`src/design/b32rg_pkg.sv`:
```
// shared types and constants for the base32 symbol regrouper
`default_nettype none

package b32rg_pkg;

  localparam int ACC_W = 12;
  localparam int CNT_W = 17;
  localparam int LEN_W = 16;

  // register indexes
  localparam logic REG_MODE   = 1'b0;
  localparam logic REG_LENGTH = 1'b1;

  // mode codes
  localparam logic MODE_ENC = 1'b0;
  localparam logic MODE_DEC = 1'b1;

  // (len + 4) / 5 by reciprocal: exact for any 17-bit dividend
  localparam int          DIV5_SHIFT = 22;
  localparam logic [19:0] DIV5_RECIP = 20'd838861;

  localparam logic [3:0] MAX_RES = 4'd8;

  typedef logic [3:0] cmd_t;

  localparam cmd_t CMD_NONE    = 4'd0;
  localparam cmd_t CMD_CAPTURE = 4'd1;
  localparam cmd_t CMD_SYMLEN  = 4'd2;
  localparam cmd_t CMD_ABSORB  = 4'd3;
  localparam cmd_t CMD_GROUP   = 4'd4;
  localparam cmd_t CMD_FLUSH   = 4'd5;
  localparam cmd_t CMD_ZERO    = 4'd6;
  localparam cmd_t CMD_BYTE    = 4'd7;
  localparam cmd_t CMD_CLEAR   = 4'd8;

  typedef struct packed {
    logic mode;
    logic skip;
    logic bc_ge5;
    logic bc_ge8;
    logic bc_part;
    logic enc_last;
    logic dec_last;
    logic pad_more;
    logic out_free;
  } status_t;

endpackage

`default_nettype wire

```
`src/design/b32rg_dp.sv`:
```
// datapath: config registers, bit accumulator, counters and result register
`default_nettype none

module b32rg_dp
  import b32rg_pkg::*;
(
  input  wire logic             clk,
  input  wire logic             rst,
  input  wire logic             wr_en,
  input  wire logic             wr_index,
  input  wire logic [LEN_W-1:0] wr_data,
  input  wire logic [7:0]       value,
  input  wire cmd_t             cmd,
  output status_t               status,
  output logic [7:0]            value_res,
  output logic                  last,
  output logic                  res_valid,
  input  wire logic             res_stall
);

  logic             mode;
  logic [LEN_W-1:0] message_length;
  logic [7:0]       word;
  logic [CNT_W-1:0] sym_len;
  logic [ACC_W-1:0] acc;
  logic [3:0]       bc;
  logic [CNT_W-1:0] input_count;
  logic [CNT_W-1:0] output_count;
  logic [3:0]       n;

  logic [CNT_W-1:0]            len_ext;
  logic [CNT_W-1:0]            len_plus;
  logic [CNT_W+20-1:0]         div_prod;
  logic [13:0]                 groups;
  logic [CNT_W-1:0]            out_len;
  logic                        put_ok;
  logic                        emit;
  logic [3:0]                  bc_grp;
  logic [3:0]                  bc_byte;
  logic [ACC_W-1:0]            grp_shift;
  logic [ACC_W-1:0]            flush_shift;
  logic [ACC_W-1:0]            byte_shift;
  logic [7:0]                  emit_val;
  logic [3:0]                  bc_emit;

  assign len_ext  = {1'b0, message_length};
  assign len_plus = len_ext + CNT_W'(4);
  assign div_prod = len_plus * DIV5_RECIP;
  assign groups   = div_prod[DIV5_SHIFT+13:DIV5_SHIFT];

  assign out_len = (mode == MODE_DEC) ? len_ext : sym_len;
  assign put_ok  = (n < MAX_RES) && (output_count < out_len);

  assign bc_grp      = bc - 4'd5;
  assign bc_byte     = bc - 4'd8;
  assign grp_shift   = acc >> bc_grp;
  assign flush_shift = acc << (4'd5 - bc);
  assign byte_shift  = acc >> bc_byte;

  always_comb begin
    emit     = 1'b0;
    emit_val = 8'd0;
    bc_emit  = bc;
    case (cmd)
      CMD_GROUP: begin
        emit     = 1'b1;
        emit_val = {3'b000, grp_shift[4:0]};
        bc_emit  = bc_grp;
      end
      CMD_FLUSH: begin
        emit     = 1'b1;
        emit_val = {3'b000, flush_shift[4:0]};
        bc_emit  = 4'd0;
      end
      CMD_ZERO: begin
        emit     = 1'b1;
      end
      CMD_BYTE: begin
        emit     = 1'b1;
        emit_val = byte_shift[7:0];
        bc_emit  = bc_byte;
      end
      default: begin
        emit = 1'b0;
      end
    endcase
  end

  always_comb begin
    status.mode     = mode;
    status.skip     = (mode == MODE_DEC) ? (input_count >= sym_len)
                                         : (input_count >= len_ext);
    status.bc_ge5   = (bc >= 4'd5);
    status.bc_ge8   = (bc >= 4'd8);
    status.bc_part  = (bc != 4'd0) && (bc < 4'd5);
    status.enc_last = (input_count == len_ext);
    status.dec_last = (input_count == sym_len);
    status.pad_more = (n < MAX_RES) && (output_count < sym_len);
    status.out_free = !res_valid || !res_stall;
  end

  always_ff @(posedge clk) begin
    if (rst) begin
      mode           <= MODE_ENC;
      message_length <= '0;
    end else if (wr_en) begin
      unique case (wr_index)
        REG_MODE:   mode           <= wr_data[0];
        REG_LENGTH: message_length <= wr_data;
        default:    mode           <= mode;
      endcase
    end
  end

  always_ff @(posedge clk) begin
    if (cmd == CMD_CAPTURE) begin
      word <= value;
    end
    if (cmd == CMD_SYMLEN) begin
      sym_len <= {groups, 3'b000};
    end
  end

  always_ff @(posedge clk) begin
    if (rst) begin
      acc          <= '0;
      bc           <= '0;
      input_count  <= '0;
      output_count <= '0;
      n            <= '0;
    end else begin
      unique case (cmd)
        CMD_ABSORB: begin
          input_count <= input_count + CNT_W'(1);
          n           <= '0;
          if (mode == MODE_DEC) begin
            acc <= {acc[ACC_W-6:0], word[4:0]};
            bc  <= bc + 4'd5;
          end else begin
            acc <= {acc[ACC_W-9:0], word};
            bc  <= bc + 4'd8;
          end
        end
        CMD_GROUP, CMD_FLUSH, CMD_ZERO, CMD_BYTE: begin
          bc <= bc_emit;
          if (put_ok) begin
            output_count <= output_count + CNT_W'(1);
            n            <= n + 4'd1;
          end
        end
        CMD_CLEAR: begin
          acc          <= '0;
          bc           <= '0;
          input_count  <= '0;
          output_count <= '0;
        end
        default: begin
          n <= n;
        end
      endcase
    end
  end

  always_ff @(posedge clk) begin
    if (rst) begin
      res_valid <= 1'b0;
    end else if (emit && put_ok) begin
      res_valid <= 1'b1;
    end else if (!res_stall) begin
      res_valid <= 1'b0;
    end
  end

  always_ff @(posedge clk) begin
    if (emit && put_ok) begin
      value_res <= emit_val;
      last      <= ((output_count + CNT_W'(1)) == out_len);
    end
  end

endmodule

`default_nettype wire

```
`src/design/b32rg_ctrl.sv`:
```
// controller: sequences absorb and emit steps for one word at a time
`default_nettype none

module b32rg_ctrl
  import b32rg_pkg::*;
(
  input  wire logic    clk,
  input  wire logic    rst,
  input  wire logic    valid,
  output logic         stall,
  input  wire status_t status,
  output cmd_t         cmd
);

  localparam logic [2:0] S_IDLE  = 3'd0;
  localparam logic [2:0] S_PREP  = 3'd1;
  localparam logic [2:0] S_LOAD  = 3'd2;
  localparam logic [2:0] S_GRP   = 3'd3;
  localparam logic [2:0] S_FLUSH = 3'd4;
  localparam logic [2:0] S_PAD   = 3'd5;
  localparam logic [2:0] S_BYTE  = 3'd6;

  logic [2:0] state;
  logic [2:0] state_next;

  assign stall = (state != S_IDLE);

  always_comb begin
    state_next = state;
    cmd        = CMD_NONE;
    unique case (state)
      S_IDLE: begin
        if (valid) begin
          cmd        = CMD_CAPTURE;
          state_next = S_PREP;
        end
      end
      S_PREP: begin
        cmd        = CMD_SYMLEN;
        state_next = S_LOAD;
      end
      S_LOAD: begin
        if (status.skip) begin
          state_next = S_IDLE;
        end else begin
          cmd        = CMD_ABSORB;
          state_next = (status.mode == MODE_DEC) ? S_BYTE : S_GRP;
        end
      end
      S_GRP: begin
        if (status.bc_ge5) begin
          if (status.out_free) cmd = CMD_GROUP;
        end else begin
          state_next = status.enc_last ? S_FLUSH : S_IDLE;
        end
      end
      S_FLUSH: begin
        if (!status.bc_part) begin
          state_next = S_PAD;
        end else if (status.out_free) begin
          cmd        = CMD_FLUSH;
          state_next = S_PAD;
        end
      end
      S_PAD: begin
        if (!status.pad_more) begin
          cmd        = CMD_CLEAR;
          state_next = S_IDLE;
        end else if (status.out_free) begin
          cmd = CMD_ZERO;
        end
      end
      S_BYTE: begin
        if (status.bc_ge8) begin
          if (status.out_free) cmd = CMD_BYTE;
        end else begin
          if (status.dec_last) cmd = CMD_CLEAR;
          state_next = S_IDLE;
        end
      end
      default: begin
        state_next = S_IDLE;
      end
    endcase
  end

  always_ff @(posedge clk) begin
    if (rst) begin
      state <= S_IDLE;
    end else begin
      state <= state_next;
    end
  end

endmodule

`default_nettype wire

```
`src/design/base32_symbol_regrouper.sv`:
```
// top level of the base32 symbol regrouper
//
// Regroups a message between 8-bit bytes and 5-bit symbol values.
// Input channel: value with valid/stall; a word is taken when valid is high
// and stall is low. Output channel: value_res and last with res_valid and
// res_stall; last marks the final result of the message.
// Configuration: wr_en, wr_index (0 mode, 1 message_length) and wr_data,
// written while the block is idle.
// Each input word goes through take, length prep, absorb, one emit per
// symbol or byte, and close; its first result is registered after the
// absorb. A word outside the message is skipped after length prep. The
// last byte of an encoded message adds a flush step if bits are left,
// zero padding and a clear step, and brings its results up to at most 8.
// The controller handles one word at a time and raises stall until done.
// Results go through a single output register; while the receiver holds
// res_stall the controller waits with the next result and nothing is lost.
// Reset clears both registers, the bit accumulator and all counters.
`default_nettype none

module base32_symbol_regrouper
  import b32rg_pkg::*;
(
  input  wire logic             clk,
  input  wire logic             rst,
  input  wire logic             wr_en,
  input  wire logic             wr_index,
  input  wire logic [LEN_W-1:0] wr_data,
  input  wire logic [7:0]       value,
  input  wire logic             valid,
  output logic                  stall,
  output logic [7:0]            value_res,
  output logic                  last,
  output logic                  res_valid,
  input  wire logic             res_stall
);

  cmd_t    cmd;
  status_t status;

  b32rg_ctrl u_ctrl (
    .clk    (clk),
    .rst    (rst),
    .valid  (valid),
    .stall  (stall),
    .status (status),
    .cmd    (cmd)
  );

  b32rg_dp u_dp (
    .clk       (clk),
    .rst       (rst),
    .wr_en     (wr_en),
    .wr_index  (wr_index),
    .wr_data   (wr_data),
    .value     (value),
    .cmd       (cmd),
    .status    (status),
    .value_res (value_res),
    .last      (last),
    .res_valid (res_valid),
    .res_stall (res_stall)
  );

endmodule

`default_nettype wire

```
`config.mk`:
```
export PLATFORM = sky130hd
export DESIGN_NAME = base32_symbol_regrouper
export DESIGN_NICKNAME = d
export VERILOG_FILES = /design/src/design/b32rg_pkg.sv /design/src/design/b32rg_dp.sv /design/src/design/b32rg_ctrl.sv /design/src/design/base32_symbol_regrouper.sv
export SDC_FILE = /design/constraint.sdc
export NUM_CORES = 1
export LEC_CHECK = 0
export ABC_AREA = 1
export BUFFER_PORTS_ARGS = -buffer_cell sky130_fd_sc_hd__buf_4
export CELL_PAD_IN_SITES_DETAIL_PLACEMENT = 0
export CELL_PAD_IN_SITES_GLOBAL_PLACEMENT = 1
export CORE_ASPECT_RATIO = 0.8
export CORE_MARGIN = 2
export CORE_UTILIZATION = 35
export CTS_BUF_LIST = sky130_fd_sc_hd__clkbuf_4 sky130_fd_sc_hd__clkbuf_8
export CTS_CLUSTER_SIZE = 14
export DETAILED_ROUTE_END_ITERATION = 8
export MAX_ROUTING_LAYER = met4
export PLACE_DENSITY = 0.63
export REMOVE_ABC_BUFFERS = 1
export SYNTH_ARGS = -nofsm -noshare
export SYNTH_HDL_FRONTEND = slang
export SYNTH_SLANG_ARGS = --single-unit
```
`constraint.sdc`:
```
create_clock -name clk -period 7.55 [get_ports clk]
set_input_delay 1.51 -clock clk [delete_from_list [all_inputs] [get_ports clk]]
set_output_delay 1.51 -clock clk [all_outputs]
set_load 0.005 [all_outputs]
```
# After elaboration in Yosys (flattened, before gate mapping)

Cells that the tools add are included.

Add/subtract/negate cells: 9
Multiply operators: 1
$lt $le $gt $ge: 8
Equal/unequal tests: 25
Shifts and indexed selects: 3
Multiplexer cells: 38
Bitwise operators: 1
Reduce and logical (&&, ||, !) cells: 21

Operator list:

| cell                                                 | count |
|---|---|
| case mux 17 bit (2 select lines)                     | 2 |
| two-way mux 3 bit                                    | 13 |
| multiplier 17 x 20 -> 36 bit (second input constant) | 1 |
| adder 17 x 1 -> 17 bit (second input constant)       | 2 |
| == test 17 bit                                       | 2 |
| less-than comparator 17 bit                          | 2 |
| two-way mux 17 bit                                   | 2 |
| two-way mux 4 bit                                    | 7 |
| case mux 4 bit (7 select lines)                      | 1 |
| case mux 12 bit (2 select lines)                     | 1 |
| case mux 4 bit (3 select lines)                      | 2 |
| case mux 8 bit (3 select lines)                      | 1 |
| case mux 3 bit (7 select lines)                      | 1 |
| adder 16 x 3 -> 17 bit (second input constant)       | 1 |
| == test 17 x 16 -> 1 bit                             | 1 |
| greater-or-equal comparator 17 x 16 -> 1 bit         | 1 |
| greater-or-equal comparator 17 bit                   | 1 |
| == test 4 x 3 -> 1 bit (second input constant)       | 4 |
| two-way mux 12 bit                                   | 1 |
| left shift 12 x 4 -> 5 bit                           | 1 |
| >> shifter 12 x 4 -> 5 bit                           | 1 |
| >> shifter 12 x 4 -> 8 bit                           | 1 |
| AND reduction 2 bit                                  | 5 |
| == test 3 bit (second input constant)                | 3 |
| 32 further kinds                                     | 49 |

Bits in registers: 106
Bits of input ports: 30
Output and inout bits: 11
Logic and storage cells: 119

# Logic depth before layout (Yosys ltp)

Word-level depth: 10
Gate-level depth with buffers: 30
Mapped depth without buffers: 30

# Modules after synthesis

Synthesis repeated with hierarchy kept, for this count alone.

Cell total of the unflattened synthesis: 1812
Area, all modules: 13055.0 um^2

By module, submodules not included:

| module     | times used | cells each | area each (um^2) | seq. area each (um^2) |
|---|---|---|---|---|
| b32rg_dp   | 1          | 1759       | 12733.5          | 2372.3 |
| b32rg_ctrl | 1          | 53         | 321.6            | 60.1 |

# Least setup slack after synthesis

No wires, ideal clock.

Path kind: register -> register
From: reg u_dp.message_length[2]
To: reg u_dp.sym_len[9], data pin
Arrival time: 5.678 ns
Path slack: 1.613 ns
Stages on the path, launching flop included: 26
Buffers on the path: 0
Path through: dfxtp_1 > ha_1 > nand3_1 > nor2_1 > nand3_1 > inv_1 > nand2_1 > xor2_1 > ha_1 > inv_1 > fa_1 > inv_1 > fa_1 > fa_1 > fa_1 > inv_1 > fa_1 > inv_1 > ha_1 > nand2_1 > inv_1 > nand3_1 > nor2_1 > a2111oi_0 > nand2_1 > xor2_1

Word-level cells in the longest chain between the ends: 2

Ends and longest elaborated chain:

| element                      | line            | source |
|---|---|---|
| start, declared              | b32rg_dp.sv:22  | `logic [LEN_W-1:0] message_length;` |
| start signal, assigned       | b32rg_dp.sv:109 | `REG_LENGTH: message_length <= wr_data;` |
| adder 16 x 3 -> 17 bit       | b32rg_dp.sv:47  | `assign len_plus = len_ext + CNT_W'(4);` |
| multiplier 17 x 20 -> 36 bit | b32rg_dp.sv:48  | `assign div_prod = len_plus * DIV5_RECIP;` |
| via u_dp.div_prod[28]        | b32rg_dp.sv:33  | `logic [CNT_W+20-1:0] div_prod;` |
| end signal, assigned         | b32rg_dp.sv:120 | `sym_len <= {groups, 3'b000};` |
| end, declared                | b32rg_dp.sv:24  | `logic [CNT_W-1:0] sym_len;` |

The timed path passes the listed nets, and every way through them passes these cells.
A chain may end at the register's enable or synchronous reset.

# Worst setup path after layout

From: reg u_dp.message_length[2]
To: reg u_dp.sym_len[14], data pin

Same word-level chain as after synthesis.

==> impl_summary.txt <==
----------------------------------------------------
[STA]
  Achievable frequency ... 155 MHz
  Final TNS setup ... 0 ns
  RSZ-0062 raised after global routing ... no
  Relative max-transition margin ... 20.0%
  Worst clock skew on the final layout ... approximately 0.016 ns
  Final Setup Violations ... 0
  Slew of the pin with the lowest slew margin ... 1.19 ns
  Setup ws final ... 1.10 ns
  Final critical delay including setup and external delays ... 6.45 ns
  Final hold violation count ... 0
  Max-slew violations ... 0
  Share of the clock period used by the worst path after layout ... 85.4%

[Die]
  Initial standard-cell utilization of the core ... between 30% and 40%
  Die span in y ... 175 µm
  Top-level port count ... 41
  Area of the core ... between 30000 and 40000 µm²
  Area of the die ... 37900 µm²
  Die W ... 217 µm
  Placement Rows ... 62

[Logic synthesis]
  Flip-flop and latch count after synthesis ... 106
  Cells after synthesis ... 1694
  Cell variety after synth ... 61
  Post-Syn Area ... 12700 µm²
  Count of flip-flops with a built-in enable after synthesis ... 31
  Synth warnings ... 0
  Fraction of the yosys area taken by sequential cells ... 19.1%
  Dominant register cell in the synthesized netlist ... sky130_fd_sc_hd__dfxtp_1
  Share of async-settable or async-resettable flops after synthesis ... 0%
  Mean cell area of the mapped netlist ... around 7.5 µm²

[Layout]
  Number of inserted filler cells in the final layout ... 3820
  Antenna diode count ... 0
  Final-stage net count ... slightly above 2000
  Post-route non-filler standard cell count ... 2200
  Synthesis-to-finish area growth ... 7.55%
  Fraction of final layout cells with drive strength greater than 1 ... 7.21%
  Multi-input combinational cell area ... 8920 µm²
  Storage element area ... 2430 µm²
  Layout Utilization ... 38.1%

[Place]
  Number of buffers added on ports ... 40
  Number of placed instances, taps included ... 2184
  Routability-driven placement congestion ratio ... about 0.86
  Detailed Place HPWL ... 32000 µm
  Pre-CTS setup slack ... between 1 and 1.5 ns

[Global routing]
  Total GRT Usage ... 21.2%
  Wire length of the first global-routing pass ... ~60000 µm
  Largest net degree at the start of global routing ... 44
  Number of global-route vias before repair ... 10400
  Initial antenna violation count ... 0
  Remaining global-route overflow ... 0

[Worst setup path]
  CP cell instances ... ha_1 -> nand3_1 -> nor2_1 -> nand3_1 -> inv_1 -> nand2_1 -> xor2_1 -> ha_1 -> inv_1 -> fa_1 -> inv_1 -> fa_1 -> fa_1 -> inv_1 -> fa_1 -> fa_1 -> inv_1 -> ha_1 -> a21oi_1 -> o21ai_0 -> nor2_1 -> o211ai_1 -> a21oi_1 -> xor2_1
  Type of the setup path with the least slack ... register to register
  Buffer and inverter count on the worst path ... 5
  Stages on worst setup path ... 24
  Req. time, crit path ... 7.75 ns
  Largest fanout of any net on the critical path ... 5
  Stage delay of the slowest cell on the critical path ... 0.58 ns
  Path depth of the worst reg2reg path ... 24
  Critical path launch point type ... register
  Data arrival time of the critical path ... about 6.6 ns
  Standard cell with the maximum stage delay on the critical path ... sky130_fd_sc_hd__fa_1
  CP endpoint kind ... register
  Family with the most delay on the worst path ... adder cells

[Detailed routing]
  DRC marker count from the first detailed-route iteration ... 685
  DR DRC count ... 0
  Pre-antenna DRT Iters ... 5
  Average detailed-routed wire length per instance ... between 15 and 20 µm
  Post-detailed-route count of antenna-violating nets ... 0
  Detailed-route via count ... 10800
  Final wirelength ... 37900 µm
  Via density per instance ... 4.92

[Clock tree]
  Clock tree from TritonCTS ... built
  Clock latency at the later pin of the worst-skew pair ... 0.44 ns
  Number of buffers inserted during clock tree synthesis ... 9
  TritonCTS sink count ... 106
  Number of cells upsized or downsized after cts ... 0
  Hold buffers post-CTS ... 0
  Setup Buffers After CTS ... 0
  Buffer type at the clock tree root ... sky130_fd_sc_hd__clkbuf_8
  Buffers from clock root to sink, at most ... 2
  Max H-tree Level ... 3
  CTS clock-pin slew for the worst setup and hold paths ... 0.12 ns

[Pwr]
  Power after layout ... 4000 µW
  Largest vdd supply drop ... 167 µV
  Leakage component of the power ... 0.00683 µW
  Pwr/cell area ... 292 nW/µm²

[Hold path]
  Hold path depth ... 2
  Worst hold path type ... register to register

[Run status]
  Status ... finished, final reports clean

[Flow run]
  # Max-Cap Violations ... 0

----------------------------------------------------
[tightest hold or removal path, stage by stage, from the launching register on]
cell and delay, ns:
sky130_fd_sc_hd__dfxtp_1 0.34, sky130_fd_sc_hd__inv_1 0.07, sky130_fd_sc_hd__a21oi_1 0.05
[synth_stat cells, drive strengths merged (4+ instances only)]
cell / number / share of area, %
nor2: 134 / 4.2
clkbuf: 16 / 0.49
o21bai: 4 / 0.24
o21a: 4 / 0.24
o211ai: 16 / 0.94
a21oi: 132 / 5.6
nand3: 78 / 3.2
nand2: 331 / 10
a211oi: 7 / 0.57
nor3: 27 / 1.2
nand4: 22 / 1.1
a21o: 9 / 0.53
ha: 194 / 19
o21ai: 110 / 4.4
or2: 10 / 0.51
inv: 312 / 9.3
fa: 82 / 13
nor4: 7 / 0.44
a31oi: 4 / 0.20
buf: 19 / 1.1
clkinv: 4 / 0.13
dfxtp: 75 / 12
xnor2: 12 / 0.83
xor2: 42 / 2.9
edfxtp: 31 / 7.3
[routing by layer]
layer | vias to the layer above | wire, µm | track usage (%)
met5 | - | 0 | -
met2 | 193 | 13500 | 25.9
met1 | 5053 | 22200 | 35.4
met3 | 21 | 1770 | 3.10
li1 | 5547 | - | -
met4 | 0 | 420 | 3.88
[final timing paths]
path | start | end | slack [ns]
hold reg to reg | u_dp.n[0] | u_dp.n[0] | 0.50
hold / removal | u_dp.n[0] | u_dp.n[0] | 0.50
setup / recovery | u_dp.message_length[2] | u_dp.sym_len[14] | 1.10
setup reg to reg | u_dp.message_length[2] | u_dp.sym_len[14] | 1.10
[registers in the layout, indices dropped and copies added, names as in the netlist]
name                 cells
u_dp.input_count        17
u_dp.output_count       17
u_dp.message_length     16
u_dp.sym_len            14
u_dp.acc                12
u_dp.value_res           8
u_dp.word                8
u_dp.bc                  4
u_dp.n                   4
u_ctrl.state             3
u_dp.last                1
u_dp.mode                1
u_dp.res_valid           1
[stage by stage]
| step | area, µm² | hold WS, ns |
|---|---|---|
| after floorplan | 12500 | 0.447 |
| after global placement | 13500 | 0.469 |
| after detailed placement | 13500 | 0.484 |
| after CTS | 13700 | 0.503 |
| after global routing | 13700 | 0.518 |
| final | 13700 | 0.497 |
[power by group]
| group | internal, µW | leakage [µW] | switching [µW] | total (µW) |
|---|---|---|---|---|
| Clock | 163 | 0.000111 | 241 | 404 |
| Combinational | 957 | 0.00583 | 1770 | 2720 |
| Sequential | 744 | 0.000891 | 125 | 869 |
| Total | 1860 | 0.00683 | 2130 | 4000 |
[layout make-up]
type	instances	area share (%)
Multi-Input combinational cell	1237	65.1
Sequential cell	106	17.8
Inverter	316	8.72
Tap cell	480	4.38
Timing Repair Buffer	45	2.47
Clock buffer	9	0.904
Clock inverter	7	0.694
[logic make-up (layout without fill, tap and decap cells)]
family          Yosys count  in the layout  synth area share, %
simple gates            610            610                 20.9
buf+inv                 351            377                 11.0
compound gates          296            296                 13.4
fa+ha+maj               276            276                 31.9
flops                   106            106                 19.1
xor+xnor                 54             54                 3.77
other cells               1              1               0.0294
[cell usage in the layout (no fill, tap or decap), drive strengths merged]
| cell | synthesis | layout |
|---|---|---|
| nand2 | 331 | 331 |
| inv | 312 | 316 |
| ha | 194 | 194 |
| nor2 | 134 | 134 |
| a21oi | 132 | 132 |
| o21ai | 110 | 110 |
| fa | 82 | 82 |
| nand3 | 78 | 78 |
| dfxtp | 75 | 75 |
| buf | 19 | 45 |
| xor2 | 42 | 42 |
| edfxtp | 31 | 31 |
| nor3 | 27 | 27 |
| nand4 | 22 | 22 |
| o211ai | 16 | 16 |
| xnor2 | 12 | 12 |
| or2 | 10 | 10 |
| a21o | 9 | 9 |
| clkbuf | 16 | 9 |
| nor4 | 7 | 7 |
| a211oi | 7 | 7 |
| clkinv | 4 | 6 |
| o21bai | 4 | 4 |
| o21a | 4 | 4 |
| a31oi | 4 | 4 |
| nand3b | 1 | 1 |
| a221oi | 1 | 1 |
| o311a | 1 | 1 |
| a21boi | 1 | 1 |
| o221ai | 1 | 1 |
| a2111oi | 1 | 1 |
| o2111ai | 1 | 1 |
| a32o | 1 | 1 |
| o311ai | 1 | 1 |
| o211a | 1 | 1 |
| o31ai | 1 | 1 |
| conb | 1 | 1 |
| bufinv | 0 | 1 |
Power figures use the tool's default switching activity.
